### src/design/stpl_pkg.sv
// Shared constants and types for the segmented trie prefix lookup unit.
package stpl_pkg;
    localparam int SegBits  = 16;
    localparam int NodeBits = 16;
    localparam int HopBits  = 8;
    localparam int TrieDepth = 32 - SegBits;
    localparam int DirDepth = 1 << SegBits;
    localparam int NodeCount = 1 << NodeBits;
    localparam int SrWidth  = 1 + 5 + HopBits;
    localparam int PortWidth = 1 + HopBits;
    localparam int ChildWidth = 2 * NodeBits;

    localparam logic OpInsert = 1'b0;
    localparam logic OpLookup = 1'b1;

    // Command bundle from controller to datapath.
    typedef struct packed {
        logic load;         // capture the input item
        logic clr_rd;       // address the directory at the sweep address for the clearing pass
        logic clr_wr;       // write clearing entries at the sweep address
        logic dir_rd;       // read directory at the segment
        logic sr_rd;        // read short-route entry at the sweep address
        logic sr_wr;        // conditionally write the read short-route entry
        logic sweep_init;   // load sweep address from the prefix segment
        logic sweep_inc;    // step sweep address
        logic node_rd;      // read node at the current node
        logic walk_step;    // descend along the address bit
        logic alloc_root;   // allocate a root node
        logic alloc_child;  // allocate a child node
        logic mark;         // mark the current node if unmarked
        logic res_lookup;   // build a lookup result
        logic res_insert;   // build an insert result
        logic status_full;  // insert result carries full status
    } t_cmd;

    typedef struct packed {
        logic op;
        logic is_short;
        logic sweep_last;
        logic clr_last;
        logic root_zero;
        logic child_zero;
        logic walk_done;
        logic store_full;
    } t_stat;
endpackage

### src/design/stpl_ctrl.sv
// Controller state machine sequencing the clearing pass, inserts and lookups.
module stpl_ctrl (
    input  logic            i_clk,
    input  logic            i_rst_n,
    input  logic            i_start,
    input  stpl_pkg::t_stat i_stat,
    output stpl_pkg::t_cmd  o_cmd,
    output logic            o_busy,
    output logic            o_done
);
    typedef enum logic [3:0] {
        S_CLEAR, S_IDLE, S_DIR, S_DIRW, S_SR_RD, S_SR_WAIT, S_SR_WR,
        S_ROOT, S_NODE_RD, S_NODE_WAIT, S_NODE, S_MARK_RD, S_MARK_WAIT,
        S_MARK, S_LK_SR, S_LK_RES
    } t_state;

    t_state r_state;
    logic   r_done;
    logic   r_node_new;

    always_comb begin
        o_cmd = '0;
        case (r_state)
            S_CLEAR:  o_cmd.clr_wr = 1'b1;
            S_IDLE:   o_cmd.load = i_start;
            S_DIR:    ;
            S_DIRW: begin
                if (i_stat.op == stpl_pkg::OpLookup) begin
                    o_cmd.dir_rd = 1'b1;
                end else if (i_stat.is_short) begin
                    o_cmd.sweep_init = 1'b1;
                end else if (i_stat.root_zero) begin
                    if (i_stat.store_full) begin
                        o_cmd.res_insert  = 1'b1;
                        o_cmd.status_full = 1'b1;
                    end else begin
                        o_cmd.alloc_root = 1'b1;
                    end
                end else begin
                    o_cmd.dir_rd = 1'b1;
                end
            end
            S_SR_RD, S_SR_WAIT: ;
            S_SR_WR: begin
                o_cmd.sr_wr = 1'b1;
                if (i_stat.sweep_last) begin
                    o_cmd.res_insert = 1'b1;
                end else begin
                    o_cmd.sweep_inc = 1'b1;
                end
            end
            S_ROOT: ;
            S_NODE_RD, S_NODE_WAIT: ;
            S_NODE: begin
                o_cmd.node_rd = (i_stat.op == stpl_pkg::OpLookup);
                if (i_stat.op == stpl_pkg::OpLookup) begin
                    if (!i_stat.walk_done && !i_stat.child_zero) begin
                        o_cmd.walk_step = 1'b1;
                    end
                end else if (!i_stat.walk_done) begin
                    if (!i_stat.child_zero && !r_node_new) begin
                        o_cmd.walk_step = 1'b1;
                    end else if (i_stat.store_full) begin
                        o_cmd.res_insert  = 1'b1;
                        o_cmd.status_full = 1'b1;
                    end else begin
                        o_cmd.walk_step   = 1'b1;
                        o_cmd.alloc_child = 1'b1;
                    end
                end
            end
            S_MARK_RD, S_MARK_WAIT: ;
            S_MARK: begin
                o_cmd.mark = 1'b1;
                o_cmd.res_insert = 1'b1;
            end
            S_LK_SR: ;
            S_LK_RES: o_cmd.res_lookup = 1'b1;
            default: ;
        endcase
    end

    always_ff @(posedge i_clk) begin
        if (!i_rst_n) begin
            r_state    <= S_CLEAR;
            r_done     <= 1'b0;
            r_node_new <= 1'b0;
        end else begin
            r_done <= o_cmd.res_insert | o_cmd.res_lookup;
            case (r_state)
                S_CLEAR: if (i_stat.clr_last) r_state <= S_IDLE;
                S_IDLE:  if (i_start) r_state <= S_DIR;
                S_DIR:   r_state <= S_DIRW;
                S_DIRW: begin
                    r_node_new <= 1'b0;
                    if (i_stat.op == stpl_pkg::OpLookup) begin
                        r_state <= S_NODE_RD;
                    end else if (i_stat.is_short) begin
                        r_state <= S_SR_RD;
                    end else if (i_stat.root_zero) begin
                        r_node_new <= 1'b1;
                        r_state <= i_stat.store_full ? S_IDLE : S_NODE_RD;
                    end else begin
                        r_state <= S_NODE_RD;
                    end
                end
                S_SR_RD:   r_state <= S_SR_WAIT;
                S_SR_WAIT: r_state <= S_SR_WR;
                S_SR_WR:   r_state <= i_stat.sweep_last ? S_IDLE : S_SR_RD;
                S_NODE_RD:   r_state <= S_NODE_WAIT;
                S_NODE_WAIT: r_state <= S_NODE;
                S_NODE: begin
                    if (i_stat.op == stpl_pkg::OpLookup) begin
                        r_state <= (i_stat.walk_done || i_stat.child_zero) ?
                            S_LK_SR : S_NODE_RD;
                    end else if (i_stat.walk_done) begin
                        r_state <= S_MARK;
                    end else if ((i_stat.child_zero || r_node_new) && i_stat.store_full) begin
                        r_state <= S_IDLE;
                    end else begin
                        r_node_new <= i_stat.child_zero || r_node_new;
                        r_state <= S_NODE_RD;
                    end
                end
                S_MARK:   r_state <= S_IDLE;
                S_LK_SR:  r_state <= S_LK_RES;
                S_LK_RES: r_state <= S_IDLE;
                default:  r_state <= S_IDLE;
            endcase
        end
    end

    assign o_busy = (r_state != S_IDLE);
    assign o_done = r_done;
endmodule

### config.mk
export PLATFORM = sky130hd
export DESIGN_NAME = stpl_ctrl
export DESIGN_NICKNAME = d
export VERILOG_FILES = /design/src/design/stpl_pkg.sv /design/src/design/stpl_ctrl.sv
export SDC_FILE = /design/constraint.sdc
export NUM_CORES = 1
export LEC_CHECK = 0
export BUFFER_PORTS_ARGS = -buffer_cell sky130_fd_sc_hd__buf_4
export CORE_MARGIN = 2
export CORE_UTILIZATION = 40
export DETAILED_ROUTE_END_ITERATION = 10
export HOLD_SLACK_MARGIN = 0.02
export PLACE_DENSITY = 0.77
export SYNTH_ARGS = -nofsm -noshare
export SYNTH_HDL_FRONTEND = slang
export SYNTH_SLANG_ARGS = --single-unit
### constraint.sdc
create_clock -name i_clk -period 1.5 [get_ports i_clk]
set_input_delay 0.375 -clock i_clk [delete_from_list [all_inputs] [get_ports i_clk]]
set_output_delay 0.375 -clock i_clk [all_outputs]
set_load 0.01 [all_outputs]
Yosys cells after proc, flatten, opt, wreduce, memory -nomap -nowiden
Cells that the tools add are included.
{"block": "op_classes", "n_reduce_logical": 12, "n_eq_ne": 18, "n_addsub": 0, "shifts": 0, "mux": 57, "magnitude_cmp": 0, "mul": 0, "bitwise": 1, "div_mod_pow": 0}
{"operator": "$pmux W4 S11", "n": 1}
{"operator": "$mux W4", "n": 9}
{"operator": "$mux W1", "n": 34}
{"operator": "$eq A4 B4 Y1 const B", "n": 6}
{"operator": "$mux W2", "n": 8}
{"operator": "$eq A4 B3 Y1 const B", "n": 3}
{"operator": "$ne A2 B2 Y1 const B", "n": 5}
{"operator": "$eq A4 B2 Y1 const B", "n": 2}
{"operator": "$mux W3", "n": 2}
{"operator": "$eq A4 B1 Y1 const B", "n": 1}
{"operator": "$logic_not A4 Y1", "n": 1}
{"operator": "$ne A4 B1 Y1 const B", "n": 1}
{"operator": "$pmux W1 S2", "n": 2}
{"operator": "$pmux W1 S4", "n": 1}
{"operator": "$reduce_and A4 Y1", "n": 1}
{"operator": "$logic_and A1 B1 Y1", "n": 3}
{"operator": "$logic_not A1 Y1", "n": 3}
{"operator": "$logic_or A1 B1 Y1", "n": 2}
{"operator": "$reduce_and A2 Y1", "n": 1}
{"operator": "$reduce_bool A2 Y1", "n": 1}
{"operator": "$or A1 B1 Y1", "n": 1}
{"block": "totals", "n_memories": 0, "inputBits": 11, "reg_bits": 6, "mem_bits_rw": 0, "out_inout_bits": 18, "elab_cells": 91, "latchBits": 0, "rom_bits": 0}

Logic depth before layout (Yosys ltp)
Gate-level depths: netlist (run 1).
{"block": "logic_depth", "word_depth": 7, "ltp_mapped": 5, "depth_no_buf": 4}

Worst setup path before layout (run 1)
No wires, ideal clock.
{"block": "synth_path", "path_kind": "reg2out", "from": "register r_state[0]", "to": "output port o_cmd[6] (netlist bit)", "arrival_ns": 1.285, "required_time_ns": 1.125, "stages_incl_launch_ff": 4, "slack_ns": -0.160, "n_path_buf": 1, "cell_sequence": "dfxtp_1 > nand4bb_1 > buf_2 > a2111oi_0"}
{"element": "from (decl)", "line": "stpl_ctrl.sv:17", "source": "t_state r_state;"}
{"element": "from (signal assigned)", "line": "stpl_ctrl.sv:102", "source": "r_state <= i_stat.store_full ? S_IDLE : S_NODE_RD;"}
{"element": "from (signal assigned)", "line": "stpl_ctrl.sv:109", "source": "S_SR_WR: r_state <= i_stat.sweep_last ? S_IDLE : S_SR_RD;"}
{"element": "from (signal assigned)", "line": "stpl_ctrl.sv:114", "source": "r_state <= (i_stat.walk_done || i_stat.child_zero) ?"}
{"element": "to (decl)", "line": "stpl_ctrl.sv:7", "source": "output stpl_pkg::t_cmd o_cmd,"}

==> summary.txt, run 1 <==
Critical path
  • Arrival @ worst endpoint: 1.56 ns
  • Critical path class: register to output port
  • CP max FO: 3
  • Endpoint type of the worst setup path: output port
  • CP Launch Type: register
  • Req. time, crit path: 1.12 ns

Layout
  • N_diodes: 0
  • Layout Utilization: 93.9%
  • Fill count: 51
  • Nets: 168
  • Layout cell share with drive strength beyond 1: 64.5%
  • Layout area overhead: 125%
  • Post-route cell area: 1400 um2

Yosys
  • Post-Synth XOR/XNOR Area: 0%
  • Seq/Total Area, Yosys: 19.3%
  • Yosys warnings: 0
  • Syn Area/Cell: 6.28 um2
  • Area fraction in compound gates after synthesis: 32.0%
  • Main combinational cell family by area after synthesis: simple AND/OR/NAND/NOR gates
  • Mapped Area: 622 um2
  • Synth Area in Adders: 0%
  • Post-synthesis mux area share: 0%
  • Synth cell types: 30
  • Synth Register Bits: 6
  • Synth Area in Simple Gates: 37.2%
  • Post-Syn Instances: 99
  • Synth top area cells: dfxtp_1 19%, o21ai_0 9.7%, nor2_1 9.7%
  • Top cell type's share of synthesized area: 19.3%
  • Area leader, netlist: dfxtp_1

Detailed routing
  • Drt drc: 0
  • Number of routed nets with antenna violations: 0
  • First DRT Iteration DRCs: 33
  • DR vias: 1075
  • Wire per inst: 20.5 um
  • Via-per-instance ratio: 6.29
  • Routed Wire Length: 3510 um
  • First-pass DRT Iterations: 4

Global routing
  • Vias in the first global route: 887
  • Initial antenna violation count: 0
  • First-pass GRT wire length: 3550 um
  • Grt ovf: 0
  • Largest net degree at the start of global routing: 14
  • Tot GR Track Use: 24.8%

Status
  • Status: complete, but fails checks
  • Failing checks: negative setup slack

CTS
  • Clock latency on the worst-skew pair: 0.25 ns
  • Hold buffers post-CTS: 0
  • Clock Sink Count: 6
  • CTS tree: yes
  • CTS root buf: clkbuf_4
  • Clk slew on worst S/H paths: 0.05 ns
  • Clock Path Buffers: 2
  • Total CTS buffers: 3
  • H-tree depth: 1

Timing
  • RSZ-0062 raised after global routing: true
  • Final hold slack: 0.395 ns
  • Slew Limit Fails: 0
  • Fin crit period: 1.94 ns
  • Hold Fails Final Rpt: 0
  • # setup viols final: 19
  • Setup WS post-layout: -0.436 ns
  • Setup TNS: -4.06 ns
  • Max Fclk: 0.517 GHz
  • Post-route clock period utilization: 129%
  • Clock skew: 0.00615 ns

Power
  • Total Power: 561 uW
  • PwrDens: 401 nW/um2
  • Lkg Pwr: 0.000623 uW
  • Peak supply drop: 447 uV

Place
  • HPWL after DPL: 1490 um
  • GPL Wtd Cong: 0.921
  • Dpl cell area: 928 um2
  • IO Port Bufs: 26

Hold path
  • Worst hold-check path type: input pin to register

Floorplanning
  • Chip width: 43.4 um
  • Initial core utilization: 41.8%
  • Full die area: 1890 um2
  • Die H: 43.4 um
  • Core Area: 1490 um2
  • Boundary pin count: 29
  • Row count: 14

Job
  • Max-cap viol count: 0
flip-flops by register name, summed over array words and instances (netlist names):
signal	count
o_done	1
r_node_new	1
r_state	4
worst max-delay path, stage by stage, from the launching register on:
cell,delay [ns]
dfxtp_2,0.33
nand4bb_4,0.22
or3_4,0.35
o21a_4,0.22
inv_1,0.07
buf_4,0.11
Yosys cell counts:
library cell / n
a21boi_0: 1
a2111oi_0: 2
buf_4: 2
nor2b_1: 3
o211a_1: 1
o21ai_0: 12
o211ai_1: 2
nand3_1: 1
inv_1: 7
o31a_1: 2
or2_2: 1
and3_1: 3
clkbuf_1: 3
a21boi_1: 1
nor4_1: 2
nor3_1: 3
a21oi_1: 7
nor2_1: 16
or3_1: 2
nor3b_1: 1
nand4bb_1: 2
a31oi_1: 1
nand2b_1: 2
o21a_1: 2
buf_2: 3
nand2_1: 8
a21o_1: 1
dfxtp_1: 6
nor4bb_1: 1
conb_1: 1
what timing repair did:
| action | in CTS | in global routing |
|---|---|---|
| pin swaps | 8 | 12 |
| endpoints found under the setup margin | 15 | 19 |
| buffers inserted | 6 | 13 |
| resized for setup | 19 | 55 |
kinds of logic (layout without fill, tap and decap cells):
| logic type | after synthesis | after routing |
|---|---|---|
| buf+inv | 15 | 70 |
| other cells | 1 | 2 |
| flops | 6 | 6 |
| compound gates | 32 | 32 |
| simple gates | 45 | 45 |
final timing paths:
check                           startpoint         end  slack, ns  cells past startpoint
worst max-delay path            r_state[0]    o_cmd[0]      -0.44                      5
worst min-delay path               i_rst_n  r_state[3]       0.39                      2
worst max register to register  r_state[2]  r_state[0]      -0.19                      8
worst min register to register  r_node_new  r_node_new       0.64                      3
layer usage:
layer	global-route usage, %	vias up	wire (um)
met5	0	-	0
met3	9.17	23	269
li1	-	463	-
met2	44.8	86	1710
met4	9.09	0	206
met1	26.1	503	1330
cell usage in the layout (no fill, tap or decap), drive strengths merged, types with 2 or more instances in the layout:
cell	count
buf	60
nor2	16
o21ai	12
nand2	8
inv	7
a21oi	7
dfxtp	6
clkbuf	3
nor3	3
and3	3
nor2b	3
nand4bb	2
nor4	2
o211ai	2
o31a	2
a21boi	2
conb	2
nand2b	2
or3	2
o21a	2
a2111oi	2
where the power goes:
part           switching [uW]  internal [uW]
Clock                    66.4           91.0
Combinational             119            118
Sequential               4.97            162
Total                     190            371
metrics by stage:
step	setup WS, ns	std cells
after floorplan	-0.113	100
after global placement	-0.194	151
after detailed placement	-0.191	151
after CTS	-0.373	160
after global routing	-0.464	171
final	-0.436	171
cell type report:
cell class	count	area, um2	area share, %
Inverter	7	28.8	2.06
Clock buffer	3	22.5	1.61
Timing Repair Buffer	60	552	39.4
Multi-Input combinational cell	79	646	46.2
Tap cell	16	20.0	1.43
Sequential cell	6	130	9.30
Power figures use the tool's default switching activity.
==> run 2, diff against run 1 <==
CORE_UTILIZATION = 45   (was 40)
PLACE_DENSITY = 0.82   (was 0.77)
clock period = 1.9 ns   (was 1.5 ns; I/O delays follow)
==> run 2 against run 1 <==
Compared with the run above:
- the flow still finishes with violations (negative setup slack)
- final area decreased by 34%
- clock skew increased by 0.0028 ns
- non-clock buffer count decreased by 24
- largest cell class unchanged
- highest routed layer unchanged
==> summary.txt, run 2 (synthesis gave the netlist of run 1 again) <==
Detailed routing
  • Drt drc: 0
  • First-pass DRT Iterations: 4
  • Wire per inst: 13.2 um
  • DR vias: 815
  • Via-per-instance ratio: 5.58
  • First DRT Iteration DRCs: 30
  • Routed Wire Length: 1920 um
  • Number of routed nets with antenna violations: 0

Critical path
  • Crit-path max cell delay: 0.34 ns
  • Req. time, crit path: 1.42 ns
  • Endpoint type of the worst setup path: output port
  • Critical path class: register to output port
  • Arrival @ worst endpoint: 1.52 ns
  • Slowest CP cell: or3_1
  • CP Launch Type: register
  • CP max FO: 3
  • Cell breakdown of the critical path: nand4bb_1, or3_1, o21a_1, nand2_1, buf_4
  • Worst R2R Setup Slack: 0.51 ns

Global routing
  • Vias in the first global route: 730
  • Grt ovf: 0
  • Tot GR Track Use: 25.7%
  • First-pass GRT wire length: 2930 um
  • Initial antenna violation count: 0
  • Largest net degree at the start of global routing: 14

Layout
  • Post-route cell area: 923 um2
  • Most common cell after layout, fill and taps aside: buf_4
  • Layout cell share with drive strength beyond 1: 33.6%
  • Max reg flops: 4
  • N_diodes: 0
  • Most flop-heavy register: r_state
  • Commonest non-fill, non-tap cells in the layout: 36 x buf_4, 16 x nor2_1, 12 x o21ai_0
  • Layout area overhead: 48.5%
  • Layout Cells excl Fill: 146
  • Nets: 144

Timing
  • Slew Limit Fails: 0
  • Max Fclk: 0.501 GHz
  • RSZ-0062 raised after global routing: true
  • Setup WS post-layout: -0.0958 ns
  • # setup viols final: 3
  • Clock skew: 0.00894 ns
  • Fin crit period: 2.00 ns
  • Hold Fails Final Rpt: 0
  • Post-route clock period utilization: 105%
  • Setup TNS: -0.179 ns

Floorplanning
  • Row count: 13
  • Boundary pin count: 29
  • Core Area: 1300 um2
  • Full die area: 1700 um2
  • Die H: 41.2 um
  • Initial core utilization: 47.8%
  • Chip width: 41.2 um

CTS
  • CTS tree: yes
  • H-tree depth: 1
  • Clock Path Buffers: 2
  • Clock latency on the worst-skew pair: 0.24 ns
  • CTS root buf: clkbuf_4
  • Clk slew on worst S/H paths: 0.05 ns
  • Clock Sink Count: 6
  • Total CTS buffers: 3

Place
  • IO Port Bufs: 26
  • HPWL after DPL: 1460 um
  • Dpl cell area: 866 um2
  • Dpl cells: 142
  • GPL Wtd Cong: 0.857
  • Setup WS pre-CTS: 0.00413 ns

Status
  • Failing checks: negative setup slack
  • Status: complete, but fails checks

Power
  • Lkg Pwr: 0.000444 uW
  • PwrDens: 380 nW/um2
  • Peak supply drop: 454 uV

Job
  • Max-cap viol count: 0

Hold path
  • Worst hold-check path type: input pin to register
run 2: changes by cell type in the layout (fill, tap and decap cells not counted), sizes merged:
| cell | before | now |
|---|---|---|
| buf | 60 | 36 |
run 2: path summary, 6_finish.rpt:
kind,end,from,cells after the start
max reg2reg,o_done,r_state[2],5
min,r_state[3],i_rst_n,2
min reg2reg,r_node_new,r_node_new,2
max,o_cmd[1],r_state[2],5
run 2: timing repair:
item,CTS,global route
setup endpoints to repair,3,5
resized for setup,3,3
setup buffers,0,1
hold buffers,0,0
run 2: metrics by stage:
step                      hold WS [ns]  util, %  total power, uW
after global routing             0.512     71.0              379
after detailed placement         0.513     66.5              232
after CTS                        0.498     68.8              353
after floorplan                  0.469        -              186
after global placement           0.516     66.5              229
final                            0.506     71.0              351
run 2: routing by layer:
layer  global-route usage (%)  part of all wire (%)  vias up
met2                     49.2                    51       39
li1                         -                     -      410
met1                     27.0                    40      364
met5                        0                     0        -
met4                     5.65                  0.73        0
met3                     7.61                   8.0        2
run 2: report_power, final:
part / switching [uW] / total [uW] / internal, uW
logic: 55.0 / 102 / 47.3
clock network: 45.1 / 116 / 71.4
registers: 2.17 / 132 / 130
run 2: cell type report:
class / count / area [um2]
Multi-Input combinational cell: 79 / 463
Fill cell: 116 / 378
Timing Repair Buffer: 36 / 270
Sequential cell: 6 / 123
Inverter: 7 / 26.3
Clock buffer: 3 / 22.5
Tap cell: 15 / 18.8
run 2: critical path: cells and delay by family, from the launching register on:
family	cells	cell delay [ns]
buf+inv	1	0.11
compound gates	1	0.22
flops	1	0.33
simple gates	3	0.61
==> run 3, diff against run 2 <==
SETUP_SLACK_MARGIN = 0.5   (was unset)
==> run 3 against run 2 <==
Compared with the run above:
- the flow still finishes with violations (negative setup slack)
- core utilization is 18 points higher
- hold slack hardly changed
- final area up 25%
- cell count is 6.2% higher
- non-clock buffer count is 9 higher
- critical path type unchanged
- largest cell class unchanged
- largest power group is now combinational logic
==> summary.txt, run 3 (synthesis gave the netlist of run 1 again) <==
Detailed routing
  • Number of routed nets with antenna violations: 0
  • First DRT Iteration DRCs: 83
  • Routed Wire Length: 3000 um
  • Via-per-instance ratio: 6.41
  • Wire per inst: 19.3 um
  • First-pass DRT Iterations: 4
  • DR vias: 993
  • Drt drc: 0

Timing
  • Hold Fails Final Rpt: 0
  • Setup WS post-layout: -0.142 ns
  • Slew Limit Fails: 0
  • # setup viols final: 6
  • Clock skew: 0.0166 ns
  • Fin crit period: 2.04 ns
  • RSZ-0062 raised after global routing: true
  • Post-route clock period utilization: 107%
  • Max Fclk: 0.490 GHz

Global routing
  • Tot GR Track Use: 34.9%
  • First-pass GRT wire length: 3720 um
  • Vias in the first global route: 794
  • Largest net degree at the start of global routing: 14
  • Grt ovf: 0
  • Initial antenna violation count: 0

Power
  • PwrDens: 363 nW/um2
  • Peak supply drop: 263 uV
  • Lkg Pwr: 0.000538 uW

Floorplanning
  • Core Area: 1300 um2
  • Chip width: 41.2 um
  • Boundary pin count: 29
  • Full die area: 1700 um2
  • Initial core utilization: 47.8%
  • Row count: 13
  • Die H: 41.2 um

Critical path
  • CP Launch Type: register
  • CP startpoint: r_state[0]
  • Endpoint type of the worst setup path: output port
  • CP max FO: 4
  • Req. time, crit path: 1.42 ns
  • Arrival @ worst endpoint: 1.57 ns
  • Critical path class: register to output port
  • Worst r2r src: r_state[0]

Job
  • Max-cap viol count: 0

CTS
  • CTS root buf: clkbuf_4
  • Clk slew on worst S/H paths: 0.06 ns
  • CTS tree: yes
  • Clock Sink Count: 6
  • Total CTS buffers: 3
  • Clock Path Buffers: 2
  • Clock latency on the worst-skew pair: 0.27 ns
  • Hold buffers post-CTS: 0
  • H-tree depth: 1

Layout
  • Max reg flops: 4
  • N_diodes: 0
  • Nets: 153
  • Post-route cell area: 1150 um2
  • Most common cell after layout, fill and taps aside: buf_4
  • Layout cell share with drive strength beyond 1: 53.6%
  • Layout area overhead: 85.5%
  • Commonest non-fill, non-tap cells in the layout: 35 x buf_4, 12 x nor2_1, 7 x o21ai_0
  • Most flop-heavy register: r_state

Place
  • GPL Wtd Cong: 0.831
  • HPWL after DPL: 1440 um
  • IO Port Bufs: 26
  • Dpl cell area: 902 um2
  • Setup WS pre-CTS: 0.0250 ns

Hold path
  • Worst hold-check path type: input pin to register
  • Hold Crit Start: i_rst_n

Status
  • Status: complete, but fails checks
  • Failing checks: negative setup slack
## run 3: worst max-delay path: stages (launching register included)
cell and delay, ns:
dfxtp_2 0.34, nand4bb_1 0.21, or3_4 0.36, o21a_4 0.23, nand2_2 0.06, buf_6 0.10
## run 3: per-layer routing
layer	part of all wire [%]	vias up	GRT usage, %
met3	9.9	20	6.52
met2	47	82	58.2
met1	39	456	44.2
li1	-	435	-
met4	4.0	0	12.1
met5	0	-	0
## run 3: final cells by class
class | instances | area [um2]
Inverter | 7 | 28.8
Sequential cell | 6 | 130
Fill cell | 62 | 148
Tap cell | 15 | 18.8
Multi-Input combinational cell | 79 | 568
Clock buffer | 3 | 22.5
Timing Repair Buffer | 45 | 385
## run 3: what timing repair did
item,in CTS,in global routing
pin swaps,7,10
endpoints found under the hold margin,0,0
endpoints found under the setup margin,15,20
gates resized for setup,28,21
cloned,1,0
buffers inserted,4,3
## run 3: worst paths after layout
check	slack, ns	endpoint	cells after the start
worst max register to register	0.44	r_state[1]	7
worst min register to register	0.53	r_state[2]	2
worst min-delay path	0.51	r_state[0]	3
worst max-delay path	-0.14	o_cmd[1]	5
## run 3: power by group
part | switching [uW] | internal (uW)
clock network | 58.3 | 72.3
registers | 4.26 | 128
logic | 80.0 | 76.6
total | 143 | 277
## run 3: stage by stage
| stage | instances | total power (uW) | hold WS, ns | setup TNS [ns] | utilization (%) |
|---|---|---|---|---|---|
| 4_1_cts | 152 | 395 | 0.489 | -0.249 | 81.9 |
| 3_5_place_dp | 144 | 239 | 0.536 | 0 | 69.3 |
| 2_1_floorplan | 100 | 193 | 0.469 | 0 | - |
| 3_3_place_gp | 144 | 237 | 0.500 | 0 | 69.3 |
| 6_report | 155 | 419 | 0.507 | -0.399 | 88.7 |
| 5_1_grt | 155 | 437 | 0.516 | -0.661 | 88.7 |
